### config.mk
export PLATFORM = sky130hd
export DESIGN_NAME = chord_note_arpeggiator_top_flat
export DESIGN_NICKNAME = d
export VERILOG_FILES = /design/src/rtl/cna_pkg.sv /design/src/rtl/cna_if.sv /design/src/rtl/cna_front.sv /design/src/rtl/cna_queue.sv /design/src/rtl/cna_back.sv /design/src/rtl/chord_note_arpeggiator_top.sv /design/src/flat_wrapper.sv
export SDC_FILE = /design/constraint.sdc
export NUM_CORES = 1
export LEC_CHECK = 0
export BUFFER_PORTS_ARGS = -buffer_cell sky130_fd_sc_hd__buf_2
export CAP_MARGIN = 20
export CORE_MARGIN = 4
export CORE_UTILIZATION = 50
export CTS_CLUSTER_DIAMETER = 50
export DETAILED_ROUTE_END_ITERATION = 8
export PLACE_DENSITY = 0.68
export SETUP_SLACK_MARGIN = 0.15
export SYNTH_ARGS = -nofsm -noshare
export SYNTH_HDL_FRONTEND = slang
export SYNTH_SLANG_ARGS = --single-unit
### constraint.sdc
create_clock -name i_clk -period 18.6 [get_ports i_clk]
set_input_delay 3.72 -clock i_clk [delete_from_list [all_inputs] [get_ports i_clk]]
set_output_delay 3.72 -clock i_clk [all_outputs]
set_load 0.005 [all_outputs]
### src/rtl/cna_pkg.sv
// Package with the shared types, codes and constants of the chord note arpeggiator.
`timescale 1ns / 1ps

package cna_pkg;

    localparam int MAX_NOTES = 16;
    localparam int IDX_W     = $clog2(MAX_NOTES);
    localparam int CNT_W     = IDX_W + 1;

    localparam int PITCH_W   = 7;
    localparam int VEL_W     = 7;
    localparam int LIMIT_W   = 8;
    localparam int SIZE_W    = 5;
    localparam int NOTES_W   = 63;
    localparam int SLOT_W    = 8;

    localparam int CFG_IDX_W  = 2;
    localparam int CFG_DATA_W = NOTES_W;

    localparam logic [CFG_IDX_W-1:0] CFG_SIZE     = 2'd0;
    localparam logic [CFG_IDX_W-1:0] CFG_NOTES_LO = 2'd1;
    localparam logic [CFG_IDX_W-1:0] CFG_NOTES_HI = 2'd2;

    localparam logic [1:0] CMD_ON    = 2'd0;
    localparam logic [1:0] CMD_OFF   = 2'd1;
    localparam logic [1:0] CMD_RESET = 2'd2;

    localparam int LFSR_W     = 16;
    localparam logic [LFSR_W-1:0] LFSR_SEED = 16'hACE1;
    localparam int DIV_BITS   = 4;
    localparam int DIV_CYC    = LFSR_W / DIV_BITS;
    localparam int DIV_CNT_W  = $clog2(DIV_CYC);

    localparam int QUEUE_DEPTH = 2;
    localparam int QUEUE_PTR_W = $clog2(QUEUE_DEPTH);

    typedef enum logic [1:0] {
        MODE_FIRST  = 2'd0,
        MODE_LAST   = 2'd1,
        MODE_RANDOM = 2'd2,
        MODE_ALL    = 2'd3
    } t_mode;

    typedef enum logic [1:0] {
        OP_ON,
        OP_OFF,
        OP_CLEAR
    } t_op;

    typedef struct packed {
        t_op                op;
        t_mode              mode;
        logic [VEL_W-1:0]   vel;
        logic [LIMIT_W-1:0] limit;
    } t_job;

    function automatic logic [CNT_W-1:0] popcount(input logic [MAX_NOTES-1:0] v);
        logic [CNT_W-1:0] c;
        c = '0;
        for (int i = 0; i < MAX_NOTES; i++) begin
            c = c + CNT_W'(v[i]);
        end
        return c;
    endfunction

endpackage

### src/rtl/cna_if.sv
// Handshake interfaces for the command items and the note result items.
`timescale 1ns / 1ps

interface cna_cmd_if;
    import cna_pkg::*;

    logic               valid;
    logic               ready;
    logic [1:0]         command;
    logic [1:0]         mode;
    logic [VEL_W-1:0]   velocity;
    logic [LIMIT_W-1:0] count;

    modport source (output valid, command, mode, velocity, count, input ready);
    modport sink (input valid, command, mode, velocity, count, output ready);
endinterface

interface cna_note_if;
    import cna_pkg::*;

    logic               valid;
    logic               ready;
    logic [PITCH_W-1:0] pitch;
    logic [VEL_W-1:0]   note_velocity;
    logic [SIZE_W-1:0]  active_count;
    logic               last_of_run;

    modport source (output valid, pitch, note_velocity, active_count, last_of_run,
                    input ready);
    modport sink (input valid, pitch, note_velocity, active_count, last_of_run,
                  output ready);
endinterface

### src/rtl/cna_front.sv
// Front end that accepts command items and turns them into queued jobs.
`timescale 1ns / 1ps

module cna_front (
    cna_cmd_if.sink          i_cmd,
    input  logic             i_queue_full,
    output logic             o_push,
    output cna_pkg::t_job    o_job
);
    import cna_pkg::*;

    logic known;

    assign i_cmd.ready = !i_queue_full;

    always_comb begin
        known       = 1'b1;
        o_job.op    = OP_CLEAR;
        o_job.mode  = t_mode'(i_cmd.mode);
        o_job.vel   = i_cmd.velocity;
        o_job.limit = (t_mode'(i_cmd.mode) == MODE_ALL) ? LIMIT_W'(MAX_NOTES) : i_cmd.count;
        case (i_cmd.command)
            CMD_ON: begin
                o_job.op = OP_ON;
            end
            CMD_OFF: begin
                o_job.op  = OP_OFF;
                o_job.vel = '0;
            end
            CMD_RESET: begin
                o_job.op = OP_CLEAR;
            end
            default: begin
                known = 1'b0;
            end
        endcase
    end

    // Items with the unused command code are taken and dropped.
    assign o_push = i_cmd.valid && !i_queue_full && known;

endmodule

### src/rtl/cna_queue.sv
// Short job queue between the front end and the note engine.
`timescale 1ns / 1ps

module cna_queue (
    input  logic          i_clk,
    input  logic          i_rst_n,
    input  logic          i_push,
    input  cna_pkg::t_job i_job,
    output logic          o_full,
    output logic          o_valid,
    output cna_pkg::t_job o_job,
    input  logic          i_pop
);
    import cna_pkg::*;

    t_job                   r_mem [QUEUE_DEPTH];
    logic [QUEUE_PTR_W-1:0] r_wr_ptr;
    logic [QUEUE_PTR_W-1:0] r_rd_ptr;
    logic [QUEUE_PTR_W:0]   r_count;

    logic do_push;
    logic do_pop;

    assign o_full  = (r_count == (QUEUE_PTR_W + 1)'(QUEUE_DEPTH));
    assign o_valid = (r_count != '0);
    assign o_job   = r_mem[r_rd_ptr];
    assign do_push = i_push && !o_full;
    assign do_pop  = i_pop && o_valid;

    always_ff @(posedge i_clk) begin
        if (do_push) begin
            r_mem[r_wr_ptr] <= i_job;
        end
    end

    always_ff @(posedge i_clk) begin
        if (!i_rst_n) begin
            r_wr_ptr <= '0;
            r_rd_ptr <= '0;
            r_count  <= '0;
        end else begin
            if (do_push) begin
                r_wr_ptr <= r_wr_ptr + 1'b1;
            end
            if (do_pop) begin
                r_rd_ptr <= r_rd_ptr + 1'b1;
            end
            case ({do_push, do_pop})
                2'b10:   r_count <= r_count + 1'b1;
                2'b01:   r_count <= r_count - 1'b1;
                default: r_count <= r_count;
            endcase
        end
    end

endmodule

### src/rtl/cna_back.sv
// Note engine that holds the chord, the note flags and the random source and emits note items.
`timescale 1ns / 1ps

module cna_back (
    input  logic                            i_clk,
    input  logic                            i_rst_n,
    input  logic                            i_cfg_we,
    input  logic [cna_pkg::CFG_IDX_W-1:0]   i_cfg_idx,
    input  logic [cna_pkg::CFG_DATA_W-1:0]  i_cfg_data,
    input  logic                            i_job_valid,
    input  cna_pkg::t_job                   i_job,
    output logic                            o_job_pop,
    cna_note_if.source                      o_note
);
    import cna_pkg::*;

    typedef enum logic [2:0] {
        S_IDLE,
        S_SCAN,
        S_DIV,
        S_SEL,
        S_EMIT
    } t_state;

    t_state               r_state;
    logic [MAX_NOTES-1:0] r_flags;
    logic [CNT_W-1:0]     r_active;
    logic [LFSR_W-1:0]    r_lfsr;
    logic [SIZE_W-1:0]    r_size;
    logic [NOTES_W-1:0]   r_notes_lo;
    logic [NOTES_W-1:0]   r_notes_hi;

    logic                 r_target;
    t_mode                r_mode;
    logic [VEL_W-1:0]     r_vel;
    logic [LIMIT_W-1:0]   r_limit;
    logic [CNT_W-1:0]     r_produced;
    logic [MAX_NOTES-1:0] r_mask;
    logic [CNT_W-1:0]     r_cand_cnt;
    logic [IDX_W-1:0]     r_idx;
    logic [IDX_W-1:0]     r_rem;
    logic [LFSR_W-1:0]    r_div_sh;
    logic [DIV_CNT_W-1:0] r_div_cnt;

    logic                 r_out_valid;
    logic [PITCH_W-1:0]   r_out_pitch;
    logic [VEL_W-1:0]     r_out_vel;
    logic [SIZE_W-1:0]    r_out_active;
    logic                 r_out_last;

    logic [MAX_NOTES-1:0] chord_mask;
    logic [MAX_NOTES-1:0] cand_mask;
    logic [CNT_W-1:0]     cand_cnt;
    logic [IDX_W-1:0]     first_idx;
    logic [IDX_W-1:0]     last_idx;
    logic [IDX_W-1:0]     kth_idx;
    logic [LFSR_W-1:0]    lfsr_nx;
    logic [IDX_W-1:0]     n_rem;
    logic [LFSR_W-1:0]    n_div_sh;
    logic [CNT_W-1:0]     n_active;
    logic [CNT_W-1:0]     produced_inc;
    logic                 is_last;
    logic                 out_free;
    logic                 emit_now;
    logic [PITCH_W-1:0]   emit_pitch;
    logic [SIZE_W-1:0]    cfg_size;

    always_comb begin
        for (int i = 0; i < MAX_NOTES; i++) begin
            chord_mask[i] = (SIZE_W'(i) < r_size);
            cand_mask[i]  = chord_mask[i] && (r_flags[i] != r_target);
        end
        cand_cnt = popcount(cand_mask);
    end

    always_comb begin
        first_idx = '0;
        last_idx  = '0;
        for (int i = MAX_NOTES - 1; i >= 0; i--) begin
            if (cand_mask[i]) begin
                first_idx = IDX_W'(i);
            end
        end
        for (int i = 0; i < MAX_NOTES; i++) begin
            if (cand_mask[i]) begin
                last_idx = IDX_W'(i);
            end
        end
    end

    // The chosen candidate is the set bit of the mask with r_rem set bits below it.
    always_comb begin
        logic [MAX_NOTES-1:0] below;
        kth_idx = '0;
        for (int i = 0; i < MAX_NOTES; i++) begin
            below = r_mask & ((MAX_NOTES'(1) << i) - MAX_NOTES'(1));
            if (r_mask[i] && (popcount(below) == CNT_W'(r_rem))) begin
                kth_idx = IDX_W'(i);
            end
        end
    end

    assign lfsr_nx = {r_lfsr[0] ^ r_lfsr[2] ^ r_lfsr[3] ^ r_lfsr[5], r_lfsr[LFSR_W-1:1]};

    always_comb begin
        logic [IDX_W:0] part;
        n_rem    = r_rem;
        n_div_sh = r_div_sh;
        for (int b = 0; b < DIV_BITS; b++) begin
            part     = {n_rem, n_div_sh[LFSR_W-1]};
            n_div_sh = {n_div_sh[LFSR_W-2:0], 1'b0};
            if (part >= r_cand_cnt) begin
                part = part - r_cand_cnt;
            end
            n_rem = part[IDX_W-1:0];
        end
    end

    always_comb begin
        if (r_target) begin
            n_active = r_active + 1'b1;
        end else if (r_active != '0) begin
            n_active = r_active - 1'b1;
        end else begin
            n_active = r_active;
        end
    end

    assign produced_inc = r_produced + 1'b1;
    assign is_last      = (r_cand_cnt == CNT_W'(1))
                       || ({{(LIMIT_W - CNT_W){1'b0}}, produced_inc} == r_limit);
    assign out_free     = !r_out_valid || o_note.ready;
    assign emit_now     = (r_state == S_EMIT) && out_free;
    assign emit_pitch   = r_idx[IDX_W-1] ? r_notes_hi[{r_idx[IDX_W-2:0], 3'b000} +: PITCH_W]
                                         : r_notes_lo[{r_idx[IDX_W-2:0], 3'b000} +: PITCH_W];
    assign cfg_size     = (i_cfg_data[SIZE_W-1:0] > SIZE_W'(MAX_NOTES)) ? SIZE_W'(MAX_NOTES)
                                                                        : i_cfg_data[SIZE_W-1:0];
    assign o_job_pop    = (r_state == S_IDLE) && i_job_valid;

    always_ff @(posedge i_clk) begin
        if (!i_rst_n) begin
            r_state     <= S_IDLE;
            r_flags     <= '0;
            r_active    <= '0;
            r_lfsr      <= LFSR_SEED;
            r_size      <= '0;
            r_notes_lo  <= '0;
            r_notes_hi  <= '0;
            r_out_valid <= 1'b0;
        end else begin
            if (emit_now) begin
                r_out_valid <= 1'b1;
            end else if (r_out_valid && o_note.ready) begin
                r_out_valid <= 1'b0;
            end
            case (r_state)
                S_IDLE: begin
                    if (i_job_valid) begin
                        case (i_job.op)
                            OP_CLEAR: begin
                                r_flags  <= '0;
                                r_active <= '0;
                            end
                            OP_ON, OP_OFF: begin
                                if (r_size != '0) begin
                                    r_target   <= (i_job.op == OP_ON);
                                    r_mode     <= i_job.mode;
                                    r_vel      <= i_job.vel;
                                    r_limit    <= i_job.limit;
                                    r_produced <= '0;
                                    r_state    <= S_SCAN;
                                end
                            end
                            default: begin
                                r_state <= S_IDLE;
                            end
                        endcase
                    end
                end
                S_SCAN: begin
                    r_mask     <= cand_mask;
                    r_cand_cnt <= cand_cnt;
                    if ((cand_cnt == '0)
                        || ({{(LIMIT_W - CNT_W){1'b0}}, r_produced} == r_limit)) begin
                        r_state <= S_IDLE;
                    end else begin
                        case (r_mode)
                            MODE_LAST: begin
                                r_idx   <= last_idx;
                                r_state <= S_EMIT;
                            end
                            MODE_RANDOM: begin
                                r_lfsr    <= lfsr_nx;
                                r_div_sh  <= lfsr_nx;
                                r_rem     <= '0;
                                r_div_cnt <= '0;
                                r_state   <= S_DIV;
                            end
                            default: begin
                                r_idx   <= first_idx;
                                r_state <= S_EMIT;
                            end
                        endcase
                    end
                end
                S_DIV: begin
                    r_rem     <= n_rem;
                    r_div_sh  <= n_div_sh;
                    r_div_cnt <= r_div_cnt + 1'b1;
                    if (r_div_cnt == DIV_CNT_W'(DIV_CYC - 1)) begin
                        r_state <= S_SEL;
                    end
                end
                S_SEL: begin
                    r_idx   <= kth_idx;
                    r_state <= S_EMIT;
                end
                S_EMIT: begin
                    if (out_free) begin
                        r_out_pitch    <= emit_pitch;
                        r_out_vel      <= r_vel;
                        r_out_active   <= SIZE_W'(n_active);
                        r_out_last     <= is_last;
                        r_flags[r_idx] <= r_target;
                        r_active       <= n_active;
                        r_produced     <= produced_inc;
                        r_state        <= is_last ? S_IDLE : S_SCAN;
                    end
                end
                default: begin
                    r_state <= S_IDLE;
                end
            endcase
            if (i_cfg_we) begin
                case (i_cfg_idx)
                    CFG_SIZE: begin
                        r_size   <= cfg_size;
                        r_flags  <= '0;
                        r_active <= '0;
                    end
                    CFG_NOTES_LO: begin
                        r_notes_lo <= i_cfg_data;
                    end
                    CFG_NOTES_HI: begin
                        r_notes_hi <= i_cfg_data;
                    end
                    default: begin
                        r_size <= r_size;
                    end
                endcase
            end
        end
    end

    assign o_note.valid         = r_out_valid;
    assign o_note.pitch         = r_out_pitch;
    assign o_note.note_velocity = r_out_vel;
    assign o_note.active_count  = r_out_active;
    assign o_note.last_of_run   = r_out_last;

    a_active_matches_flags: assert property (@(posedge i_clk) disable iff (!i_rst_n)
        $countones(r_flags) == 32'(r_active))
        else $error("Active note count differs from the number of set flags.");

    a_flags_inside_chord: assert property (@(posedge i_clk) disable iff (!i_rst_n)
        (r_flags & ~chord_mask) == '0)
        else $error("A flag is set outside the chord.");

    a_emit_is_candidate: assert property (@(posedge i_clk) disable iff (!i_rst_n)
        (r_state == S_EMIT) |-> r_mask[r_idx])
        else $error("The chosen note is not a candidate.");

    a_rem_below_count: assert property (@(posedge i_clk) disable iff (!i_rst_n)
        (r_state == S_DIV || r_state == S_SEL) |-> (CNT_W'(r_rem) < r_cand_cnt))
        else $error("Random remainder is not below the candidate count.");

endmodule

### src/rtl/chord_note_arpeggiator_top.sv
// Top level of the chord note arpeggiator: front end, job queue and note engine.
//
//   Channel   Dir   Handshake          Payload
//   i_cmd     in    valid/ready        command, mode, velocity, count
//   o_note    out   valid/ready        pitch, note_velocity, active_count, last_of_run
//   cfg       in    i_cfg_we           i_cfg_idx, i_cfg_data
//
// A command is queued in a two-entry job queue and popped by the engine while it is idle. First, last
// and all modes pass through the scan and emit states for each note; random mode adds the divide and
// select states, the divide state running the four-bit-per-cycle remainder unit. A reset command clears the flags.
// Reset is synchronous, clears the flags and the chord registers and reloads the random seed.
// The output register lets the engine run ahead by one note while the sink stalls.
`timescale 1ns / 1ps

module chord_note_arpeggiator_top (
    input  logic                            i_clk,
    input  logic                            i_rst_n,
    cna_cmd_if.sink                         i_cmd,
    cna_note_if.source                      o_note,
    input  logic                            i_cfg_we,
    input  logic [cna_pkg::CFG_IDX_W-1:0]   i_cfg_idx,
    input  logic [cna_pkg::CFG_DATA_W-1:0]  i_cfg_data
);
    import cna_pkg::*;

    logic queue_full;
    logic queue_push;
    logic queue_valid;
    logic queue_pop;
    t_job front_job;
    t_job queue_job;

    cna_front u_front (
        .i_cmd        (i_cmd),
        .i_queue_full (queue_full),
        .o_push       (queue_push),
        .o_job        (front_job)
    );

    cna_queue u_queue (
        .i_clk   (i_clk),
        .i_rst_n (i_rst_n),
        .i_push  (queue_push),
        .i_job   (front_job),
        .o_full  (queue_full),
        .o_valid (queue_valid),
        .o_job   (queue_job),
        .i_pop   (queue_pop)
    );

    cna_back u_back (
        .i_clk       (i_clk),
        .i_rst_n     (i_rst_n),
        .i_cfg_we    (i_cfg_we),
        .i_cfg_idx   (i_cfg_idx),
        .i_cfg_data  (i_cfg_data),
        .i_job_valid (queue_valid),
        .i_job       (queue_job),
        .o_job_pop   (queue_pop),
        .o_note      (o_note)
    );

endmodule
### src/flat_wrapper.sv
// flat-port wrapper written by rule: the top's interface ports become plain ports
module chord_note_arpeggiator_top_flat import cna_pkg::*;
  (i_clk, i_rst_n, i_cfg_we, i_cfg_idx, i_cfg_data, i_cmd_valid, i_cmd_command, i_cmd_mode, i_cmd_velocity, i_cmd_count, i_cmd_ready, o_note_valid, o_note_pitch, o_note_note_velocity, o_note_active_count, o_note_last_of_run, o_note_ready);
  cna_cmd_if i_cmd_i ();
  cna_note_if o_note_i ();
  input  logic i_clk;
  input  logic i_rst_n;
  input  logic i_cfg_we;
  input  logic [cna_pkg::CFG_IDX_W-1:0] i_cfg_idx;
  input  logic [cna_pkg::CFG_DATA_W-1:0] i_cfg_data;
  input wire logic [$bits(i_cmd_i.valid)-1:0] i_cmd_valid;
  input wire logic [$bits(i_cmd_i.command)-1:0] i_cmd_command;
  input wire logic [$bits(i_cmd_i.mode)-1:0] i_cmd_mode;
  input wire logic [$bits(i_cmd_i.velocity)-1:0] i_cmd_velocity;
  input wire logic [$bits(i_cmd_i.count)-1:0] i_cmd_count;
  output wire logic [$bits(i_cmd_i.ready)-1:0] i_cmd_ready;
  output wire logic [$bits(o_note_i.valid)-1:0] o_note_valid;
  output wire logic [$bits(o_note_i.pitch)-1:0] o_note_pitch;
  output wire logic [$bits(o_note_i.note_velocity)-1:0] o_note_note_velocity;
  output wire logic [$bits(o_note_i.active_count)-1:0] o_note_active_count;
  output wire logic [$bits(o_note_i.last_of_run)-1:0] o_note_last_of_run;
  input wire logic [$bits(o_note_i.ready)-1:0] o_note_ready;
  assign i_cmd_i.valid = i_cmd_valid;
  assign i_cmd_i.command = i_cmd_command;
  assign i_cmd_i.mode = i_cmd_mode;
  assign i_cmd_i.velocity = i_cmd_velocity;
  assign i_cmd_i.count = i_cmd_count;
  assign i_cmd_ready = i_cmd_i.ready;
  assign o_note_valid = o_note_i.valid;
  assign o_note_pitch = o_note_i.pitch;
  assign o_note_note_velocity = o_note_i.note_velocity;
  assign o_note_active_count = o_note_i.active_count;
  assign o_note_last_of_run = o_note_i.last_of_run;
  assign o_note_i.ready = o_note_ready;
  chord_note_arpeggiator_top u_core (.i_clk(i_clk), .i_rst_n(i_rst_n), .i_cmd(i_cmd_i), .o_note(o_note_i), .i_cfg_we(i_cfg_we), .i_cfg_idx(i_cfg_idx), .i_cfg_data(i_cfg_data));
endmodule
; After elaboration in Yosys (flattened, before gate mapping)
; Memories as Yosys holds them, arrays and structs flattened. A register that Yosys moved wholly into a read port is not among the register bits.
; Index checks and enable logic that the tools add are counted.
[totals]
out_inout_bits = 22
ram_bits = 38
wordCells = 334
regBits = 266
memories = 1
[op_classes]
n_eq_ne = 61
bitwise = 4
n_addsub = 41
n_shift = 2
n_reduce_logical = 70
mux = 106
n_lt_le_gt_ge = 23
[mem_list]
columns = memory, words, width, rd, rd_clocked_by_memory_dff, wr, line_no
row1 = u_core.u_queue.r_mem, 2, 19, 1, 1, 1, cna_queue.sv:16  ; t_job r_mem [QUEUE_DEPTH];
[ops]
columns = cell, count
row1 = two-way mux 4 bit, 51
row2 = indexed part select 63 x 7 -> 7 bit, 2
row3 = two-way mux 16 bit, 7
row4 = adder 5 x 1 -> 5 bit, 21
row5 = case mux 16 bit (2 select lines), 2
row6 = two-way mux 5 bit, 12
row7 = equality test 5 x 4 -> 1 bit, 11
row8 = less-than comparator 4 x 5 -> 1 bit (first input constant), 8
row9 = logical AND 1 bit, 39
row10 = case mux 4 bit (2 select lines), 3
row11 = greater-or-equal comparator 5 bit, 4
row12 = less-than comparator 3 x 5 -> 1 bit (first input constant), 4
row13 = case mux 5 bit (2 select lines), 2
row14 = two-way mux 3 bit, 6
row15 = bitwise mux 16 bit, 1
row16 = equality test 2 bit (second input constant), 8
row17 = equality test 5 x 8 -> 1 bit, 2
row18 = != test 1 bit, 16
row19 = subtractor 4 bit, 4
row20 = case mux 3 bit (5 select lines), 1
row21 = two-way mux 7 bit, 2
row22 = != test 2 bit (second input constant), 7
row23 = case mux 2 bit (2 select lines), 3
row24 = nonzero test 2 bit, 6
row25 = other kinds (45), 85

; Depth between registers and ports, before layout
; Gate-level depths: netlist (run 1).
[depth]
depth_word = 21
depth_mapped = 37
ltp_nobuf = 36

; Modules after synthesis
; Synthesis (run 1) repeated with hierarchy kept, for this count alone.
[unflattened]
cells_unflattened = 1640
area_unflattened_um2 = 16320.7
[modules_own_cells]
columns = module, area_per_inst_um2, cells_each, n_inst
row1 = cna_back, 14566.5, 1531, 1
row2 = cna_queue, 1604.0, 85, 1
row3 = cna_front, 150.1, 24, 1

; Worst setup path before layout (run 1)
; OpenSTA, ideal clock, no wires.
[synth_timing]
path_kind = register to register
startpoint = reg u_core.u_back.r_mask[0]
endpoint = reg u_core.u_back.r_idx[3] (data pin)
path_stages_with_launch = 23
setup_time_ns = 0.264
setup_slack_ns = 11.747
path_buffers = 1
t_arrival_ns = 6.589
cell_sequence = edfxtp_1 > fa_1 > ha_1 > fa_1 > ha_1 > ha_1 > ha_1 > ha_1 > ha_1 > ha_1 > ha_1 > ha_1 > ha_1 > buf_1 > xnor2_1 > xnor2_1 > nand3_1 > xor2_1 > xor2_1 > xor2_1 > a31oi_2 > nor3_2 > o41a_1
[synth_via]
elab_chain_cells = 18
elab_cells_between_ends = 54
cone_classes = 14 x add/sub / 13 x eq/ne / 14 x mux / 13 x reduce/logical
[synth_rtl]
columns = item, line_no
row1 = "start, declared", cna_back.sv:38  ; logic [MAX_NOTES-1:0] r_mask;
row2 = "start signal, assigned", cna_back.sv:181  ; r_mask <= cand_mask;
row3 = adder 1 x 1 -> 2 bit (*), cna_pkg.sv:61  ; c = c + CNT_W'(v[i]);
row4 = adder 2 x 1 -> 3 bit (*), cna_pkg.sv:61
row5 = adder 3 x 1 -> 4 bit or equality test 3 x 4 -> 1 bit (tied branches), "cna_pkg.sv:61, cna_back.sv:97"
row6 = "adder 4 x 1 -> 5 bit, or another cell as far along", cna_pkg.sv:61
row7 = "adder 5 x 1 -> 5 bit, or another cell as far along (10 in a row)", cna_pkg.sv:61
row8 = "equality test 5 x 4 -> 1 bit, or another cell as far along", cna_back.sv:97  ; if (r_mask[i] && (popcount(below) == CNT_W'(r_rem))) begin
row9 = logical AND 1 bit or two-way mux 4 bit (tied branches), cna_back.sv:97
row10 = two-way mux 4 bit (*), cna_back.sv:97
row11 = case mux 4 bit (2 select lines) (*), cna_back.sv:156  ; case (r_state)
row12 = "end signal, assigned", cna_back.sv:189  ; r_idx <= last_idx;
row13 = "end signal, assigned", cna_back.sv:200  ; r_idx <= first_idx;
row14 = "end signal, assigned", cna_back.sv:215  ; r_idx <= kth_idx;
row15 = "end, declared", cna_back.sv:40  ; logic [IDX_W-1:0] r_idx;
; Mark *: on every way between the ends. The rest lies on a longest branch, timed or not.
; A chain may end at the register's enable or synchronous reset.

; Worst setup path after layout (run 1)
[layout_timing]
startpoint = reg u_core.u_back.r_rem[0]
endpoint = reg u_core.u_back.r_rem[1] (data pin)
[layout_via]
elab_chain_cells = 9
elab_cells_between_ends = 13
cone_classes = 4 x add/sub / 4 x order compare / 5 x mux
[layout_rtl]
columns = item, line_no
row1 = "start, declared", cna_back.sv:41  ; logic [IDX_W-1:0] r_rem;
row2 = "start signal, assigned", cna_back.sv:207  ; r_rem <= n_rem;
row3 = subtractor 4 bit or greater-or-equal comparator 5 bit (tied branches), "cna_back.sv:113, cna_back.sv:112"
row4 = two-way mux 4 bit (*), cna_back.sv:112  ; if (part >= r_cand_cnt) begin
row5 = subtractor 4 bit or greater-or-equal comparator 5 bit (tied branches), "cna_back.sv:113, cna_back.sv:112"
row6 = two-way mux 4 bit (*), cna_back.sv:112
row7 = greater-or-equal comparator 5 bit or subtractor 4 bit (tied branches), "cna_back.sv:112, cna_back.sv:113"
row8 = two-way mux 4 bit (*), cna_back.sv:112
row9 = subtractor 4 bit or greater-or-equal comparator 5 bit (tied branches), "cna_back.sv:113, cna_back.sv:112"
row10 = two-way mux 4 bit (*), cna_back.sv:112
row11 = case mux 4 bit (2 select lines) (*), cna_back.sv:156
; Marked as above.

==> results of run 1 <==
[layer usage]
metal  wire length [um]  vias to the layer above  global-route usage, %
li1                   -                     5711                      -
met1              15370                     5513                  25.48
met2              16280                      215                  32.06
met3               1300                       46                  1.964
met4                672                        0                  4.807
met5                  0                        -                      0
[layout make-up]
| cell class | instances | area [um^2] |
|---|---|---|
| Antenna cell | 3 | 7.507 |
| Clock inverter | 11 | 142.6 |
| Tap cell | 402 | 503.0 |
| Sequential cell | 291 | 7107 |
| Clock buffer | 42 | 814.5 |
| Multi-Input combinational cell | 1172 | 8297 |
| Inverter | 54 | 202.7 |
| Timing Repair Buffer | 116 | 640.6 |
| Fill cell | 2701 | 13760 |
[worst paths after layout]
kind,from,end,slack (ns),cells after the start
hold reg to reg,u_core.u_back.r_vel[4],u_core.u_back.o_note.note_velocity[4],0.42,0
setup / recovery,u_core.u_back.r_rem[0],u_core.u_back.r_rem[1],10.86,33
hold / removal,u_core.u_back.r_vel[4],u_core.u_back.o_note.note_velocity[4],0.42,0
setup reg to reg,u_core.u_back.r_rem[0],u_core.u_back.r_rem[1],10.86,33
[sequential cells by signal, summed over array words and instances, names as in the netlist, 7 cells and up, named ones only]
| name | flops |
|---|---|
| u_core.u_back.r_flags | 16 |
| u_core.u_back.r_notes_lo | 56 |
| u_core.u_back.o_note.note_velocity | 7 |
| u_core.u_back.r_notes_hi | 56 |
| u_core.u_back.r_vel | 7 |
| u_core.u_back.r_mask | 16 |
| u_core.u_back.o_note.pitch | 7 |
| u_core.u_back.r_lfsr | 16 |
| u_core.u_back.r_div_sh | 16 |
| u_core.u_back.r_limit | 8 |
| u_core.u_queue.r_mem | 38 |
[critical path, delay by kind of cell (launching register included)]
family / cells / cell delay [ns]
compound gates: 18 / 3.50
fa+ha+maj: 4 / 1.31
buf+inv: 2 / 0.11
flops: 1 / 1.01
mux: 3 / 0.82
simple gates: 6 / 0.72
[cell usage after synthesis (all sizes together), types with 14 or more instances]
cell type,count
mux4,35
nor3,23
xor2,44
fa,16
and3,14
buf,16
nor2b,18
inv,54
mux2i,25
dfxtp,163
and2,29
clkbuf,75
nand2,327
ha,56
xnor2,81
a21boi,120
nand3,32
o21ai,44
mux2,22
edfxtp,128
nor2,96
a21oi,48
[kinds of logic after synthesis]
logic type                 Yosys count  share of synthesized area, %
and+or+nand+nor                    591                         16.48
adders and majority gates           72                         6.401
DFF                                291                         44.55
buffers and inverters              145                         3.545
muxes                               82                         8.063
xor gates and xnor gates           131                         8.220
AOI/OAI and AO/OA                  296                         12.74
[power breakdown]
part	total, mW	switching, mW	internal [mW]
Clock	0.583	0.238	0.346
Sequential	0.709	0.0160	0.694
Combinational	0.231	0.126	0.105
Total	1.52	0.380	1.14
==> run summary, run 1 <==
HPWL Detailed - 22.92 mm
share of the synthesized area in the top cell type - 24.10%
antenna violations before repair - 3
fmax - 129.2 MHz
Worst path max stage delay - 1.01 ns
type of origin of the critical path - flop
Min Hold Slack - 0.4212 ns
most frequent cells in the layout - nand2_1 (327), dfxtp_1 (163), edfxtp_1 (128)
DRC Markers - 0
largest net degree at the start of global routing - 129
Final Skew - 0.02269 ns
Synth Warn # - 0
FP Rows - 65
Post-Route Setup TNS - 0 ns
Slowest-stage cell, CP - edfxtp_1
sequential share of the synthesized area - 44.55%
Critical Path AT - 8.00 ns
final period utilization - 41.62%
Core ar. - 31470 um^2
total power - 1.524 mW
final non-filler cell area - 17710 um^2
Pins Over Slew Limit - 0
most numerous cell on the critical path - a21o_1
final wirelength - 33.62 mm
vias - 11485
status - completed
# placed instances - 2033
Non-Filler Instances - 2091
vias per inst - 5.493
RSZ-0062 raised after global routing - no
Starting Density - 50.68%
Max Root-Sink Buffers - 3
Die ar. - 34830 um^2
Leak - 6.819 nW
clock tree from TritonCTS - done
predominant post-synthesis flop cell - dfxtp_1
first-pass GRT wire length - 55.90 mm
Worst-Skew Late Latency - 0.55 ns
EDFF count, synth - 128
Cells after Synth - 1608
synthesis-stage register bit count - 291
Syn Nets - 1769
Top Ports - 111
# setup viols final - 0
pre-CTS setup slack - 10.85 ns
total track usage - 18.66%
largest cells by area after synthesis - edfxtp_1 (24%), dfxtp_1 (20%), nand2_1 (7.7%), a21boi_0 (5.6%), mux4_2 (4.9%)
Relative slew margins - 26.58%
GRT overflow - 0
nature of the critical path endpoint - flop
vias in the first global route - 11442
Die Y - 186.6 um
DRC violation total after the first TritonRoute iteration - 725
Mapped Area - 15950 um^2
VDD IR max - 0.00007680 V
Final #Nets - 1825
CTS Root Buffer Type - clkbuf_16
Clock Sink Count - 291
Wirelength per Cell - 16.08 um
Crit Path Max Fanout - 18
share of cells above drive strength 1 - 14.65%
final number of hold-violating endpoints - 0
WS Path Type - reg -> reg
MaxCap Viol Count - 0
Util after Layout - 56.28%
Data required, critical path - 18.86 ns
Synth area leader - edfxtp_1
area grow syn2layout - 11.05%
post-CTS resize count - 0
chip width - 186.6 um
DR pass1 iterations - 8
worst hold path class - reg -> reg
dpl cell area - 16710 um^2
Post-CTS Hold Fix Bufs - 0
worst-margin pin slew - 1.101 ns
CTS clk-pin slew, worst paths - 0.06 ns
GP Congestion - 0.8339
asr flop ratio synth - 0%
Avg Synthesized Cell Area - 9.920 um^2
Post-CTS Setup Repair Bufs - 0
Period minus WS final - 7.740 ns
most common cell after layout, fill and taps aside - nand2_1
antenna viol nets, final - 0
Power per Cell Area - 86.02 nW/um^2
CTS Buf Count - 29
CTS H-tree lvls - 1
Port Buf Inserts - 103
Final WS setup - 10.86 ns
Yosys cell types - 81
No activity file was read; power rests on OpenSTA's default activity.
==> run 2, diff against run 1 <==
--- a/config.mk
+++ b/config.mk
@@ -5,6 +5,7 @@
 export SDC_FILE = /design/constraint.sdc
 export NUM_CORES = 1
 export LEC_CHECK = 0
+export ABC_AREA = 1
 export BUFFER_PORTS_ARGS = -buffer_cell sky130_fd_sc_hd__buf_2
 export CAP_MARGIN = 20
 export CORE_MARGIN = 4
==> constraint.sdc (replaced) <==
create_clock -name i_clk -period 7.6 [get_ports i_clk]
set_input_delay 1.52 -clock i_clk [delete_from_list [all_inputs] [get_ports i_clk]]
set_output_delay 1.52 -clock i_clk [all_outputs]
set_load 0.005 [all_outputs]
==> run 2 against run 1 <==
Net effect:
- synthesized cell count increased by 21%
- critical path depth decreased by 13
- clock skew increased by 0.0044 ns
- die area decreased by 0.11%
- critical path type unchanged
- critical endpoint is now u_core.u_back.r_idx[0]
- total power increased to 3.5 times the previous value
- setup slack got worse by 10 ns
- cell area increased by 1.8%
- largest cell class unchanged
==> run summary, run 2 <==
DR pass1 iterations - 5 (-3)
area grow syn2layout - 13.14%
Reg2Reg Setup Slack - 0.89 ns (-9.97 ns)
asr flop ratio synth - 0% (unchanged)
Mapped Area - 15930 um^2 (-0.12%)
WS Path Type - reg -> reg
Ant. Diodes - 0 (-3)
# placed instances - 2389 (+18%)
predominant post-synthesis flop cell - dfxtp_1
vias in the first global route - 12690 (+11%)
Critical Path AT - 7.05 ns (-0.95 ns)
Power per Cell Area - 293.0 nW/um^2 (+240%)
# setup viols final - 0 (unchanged)
most common cell in the synthesized netlist - nand2_1
sw frac - 35.03% (+10 points)
Synth Warn # - 0 (unchanged)
clock tree from TritonCTS - done
Port Buf Inserts - 103 (unchanged)
Non-Filler Instances - 2451 (+17%)
GP Congestion - 0.8516 (+2.1%)
status - completed
final number of hold-violating endpoints - 0 (unchanged)
CTS H-tree lvls - 2 (+1)
chip width - 186.5 um (about the same)
FP Rows - 65 (unchanged)
Final Skew - 0.02709 ns (+0.004401 ns)
clock network fraction of design power - 31.8% (-6.5 points)
worst-margin pin slew - 1.037 ns (-0.06457 ns)
vias - 13174 (+15%)
GRT overflow - 0 (unchanged)
EDFF count, synth - 128 (unchanged)
sequential share of the synthesized area - 44.60% (+0.052 points)
Max Root-Sink Buffers - 3 (unchanged)
VDD IR max - 0.0002448 V (+220%)
Period minus WS final - 6.707 ns (-1.034 ns)
Min Hold Slack - 0.4169 ns (-0.004305 ns)
Slowest-stage cell, CP - fa_1
Synth area leader - edfxtp_1
fmax - 149.1 MHz (+15%)
Cells after Synth - 1945 (+21%)
most common cell after layout, fill and taps aside - nand2_1
critical-path cell list - fa_1 > ha_1 > fa_1 > ha_1 > ha_1 > ha_1 > ha_1 > ha_1 > ha_1 > ha_1 > ha_1 > ha_1 > ha_1 > ha_1 > o221ai_1 > a221oi_1 > nand2_1 > nor2_1 > nand3_2 > a21oi_1
CTS Buf Count - 34 (+17%)
Pins Over Slew Limit - 0 (unchanged)
MaxCap Viol Count - 0 (unchanged)
Commonest cells post-synth - nand2_1 (280), inv_1 (269), o21ai_0 (207)
Fill cells - 2855 (+5.7%)
largest cells by area after synthesis - edfxtp_1 (24%), dfxtp_1 (20%), nand2_1 (6.6%), o21ai_0 (6.5%), inv_1 (6.3%)
HPWL Detailed - 26.06 mm (+14%)
share of cells above drive strength 1 - 13.57% (-1.1 points)
DRC violation total after the first TritonRoute iteration - 892 (+23%)
internal power - 3.431 mW (+200%)
Wirelength per Cell - 15.09 um (-6.2%)
Worst-Skew Late Latency - 0.51 ns (-0.04 ns)
CTS clk-pin slew, worst paths - 0.06 ns (about the same)
Core ar. - 31470 um^2 (unchanged)
most numerous cell on the critical path - ha_1
Post-Route Setup TNS - 0 ns (unchanged)
Final #Nets - 2185 (+20%)
antenna violations before repair - 0 (-3)
Syn Nets - 2106 (+19%)
share of the synthesized area in the top cell type - 24.12% (+0.028 points)
total track usage - 20.61% (+1.9 points)
antenna viol nets, final - 0 (unchanged)
combinational group share of total power - 33.2% (+18 points)
worst hold path class - reg -> reg
Yosys cell types - 49 (-40%)
Worst path max stage delay - 0.60 ns (-0.41 ns)
Relative slew margins - 30.63% (+4.0 points)
vias per inst - 5.375 (-2.1%)
Post-CTS Setup Repair Bufs - 0 (unchanged)
synthesis-stage register bit count - 291 (unchanged)
first-pass GRT wire length - 61.15 mm (+9.4%)
Starting Density - 50.62% (-0.060 points)
DRC Markers - 0 (unchanged)
Die ar. - 34790 um^2 (-0.11%)
nature of the critical path endpoint - flop
Clock Sink Count - 291 (unchanged)
RSZ-0062 raised after global routing - no
type of origin of the critical path - flop
biggest regs - u_core.u_back.r_notes_hi: 56 flops, u_core.u_back.r_notes_lo: 56 flops, u_core.u_queue.r_mem: 38 flops
Die Y - 186.5 um (about the same)
largest net degree at the start of global routing - 113 (-12%)
NetSw - 1.850 mW (+390%)
Leak - 7.681 nW (+13%)
Top Ports - 111 (unchanged)
sequential power share - 35.0% (-12 points)
CTS Root Buffer Type - clkbuf_16
Crit Path Max Fanout - 4 (-14)
final period utilization - 88.25% (+47 points)
Data required, critical path - 7.94 ns (-10.92 ns)
final wirelength - 36.98 mm (+10%)
most frequent cells in the layout - nand2_1 (280), inv_1 (268), o21ai_0 (206)
Avg Synthesized Cell Area - 8.192 um^2 (-17%)
[run 2: routing by layer]
layer  wire length (um)  vias up  track usage, %
li1                   -     6705               -
met5                  0        -               0
met3               1808       45           2.974
met1              16640     6133           27.23
met2              17860      291           35.94
met4                672        0           5.205
[run 2: what timing repair did]
item / in CTS / in global routing
hold endpoints to repair: 0 / 0
endpoints found under the setup margin: 0 / 4
resized for setup: 0 / 4
hold buffers: 0 / 0
[run 2: through the flow]
step           setup slack (ns)  power, mW  cell area [um^2]  utilization (%)
4_1_cts                  0.6272      5.306             18000            57.20
5_1_grt                  0.1913      5.638             18030            57.27
6_report                 0.8933      5.281             18030            57.27
2_1_floorplan             1.052      3.263             15930                -
3_5_place_dp             0.6324      3.613             16830            53.46
3_3_place_gp             0.8034      3.556             16830            53.46
[run 2: area by class of cell]
cell class	instances	area, um^2	area share [%]
Clock buffer	41	970.9	5.386
Clock inverter	20	205.2	1.138
Inverter	285	1070	5.935
Multi-Input combinational cell	1290	7502	41.62
Sequential cell	291	7107	39.43
Tap cell	402	503.0	2.790
Timing Repair Buffer	122	668.1	3.707
[run 2: worst paths after layout]
check	start	endpoint	depth (start not counted)
min	u_core.u_back.r_vel[3]	u_core.u_back.o_note.note_velocity[3]	0
max	u_core.u_back.r_mask[0]	u_core.u_back.r_idx[0]	20
min reg2reg	u_core.u_back.r_vel[3]	u_core.u_back.o_note.note_velocity[3]	0
max reg2reg	u_core.u_back.r_mask[0]	u_core.u_back.r_idx[0]	20
[run 2: logic make-up (layout without fill, tap and decap cells)]
group / count (synthesis) / after routing / synth area share, %
multiplexers: 17 / 17 / 1.201
XOR/XNOR: 50 / 50 / 2.749
AND/OR/NAND/NOR: 665 / 665 / 19.27
adder cells (fa/ha/maj): 72 / 72 / 6.408
AO/OA/AOI/OAI: 486 / 486 / 17.17
flip-flops: 291 / 291 / 44.61
buffers and inverters: 364 / 468 / 8.591
[run 2: power groups by stage]
stage	clock network (mW)	logic, mW	registers (mW)
after floorplan	0	1.42	1.84
final	1.68	1.75	1.85
after detailed placement	0	1.73	1.88
after global placement	0	1.68	1.88
after CTS	1.71	1.75	1.85
after global routing	1.77	2.00	1.86
[run 2: worst max-delay path, delay by kind of cell, from the launching register on]
kind,cells,cell delay [ns]
adders and majority gates,14,5.21
DFF,1,0.45
AOI/OAI and AO/OA,3,0.58
and+or+nand+nor,3,0.32
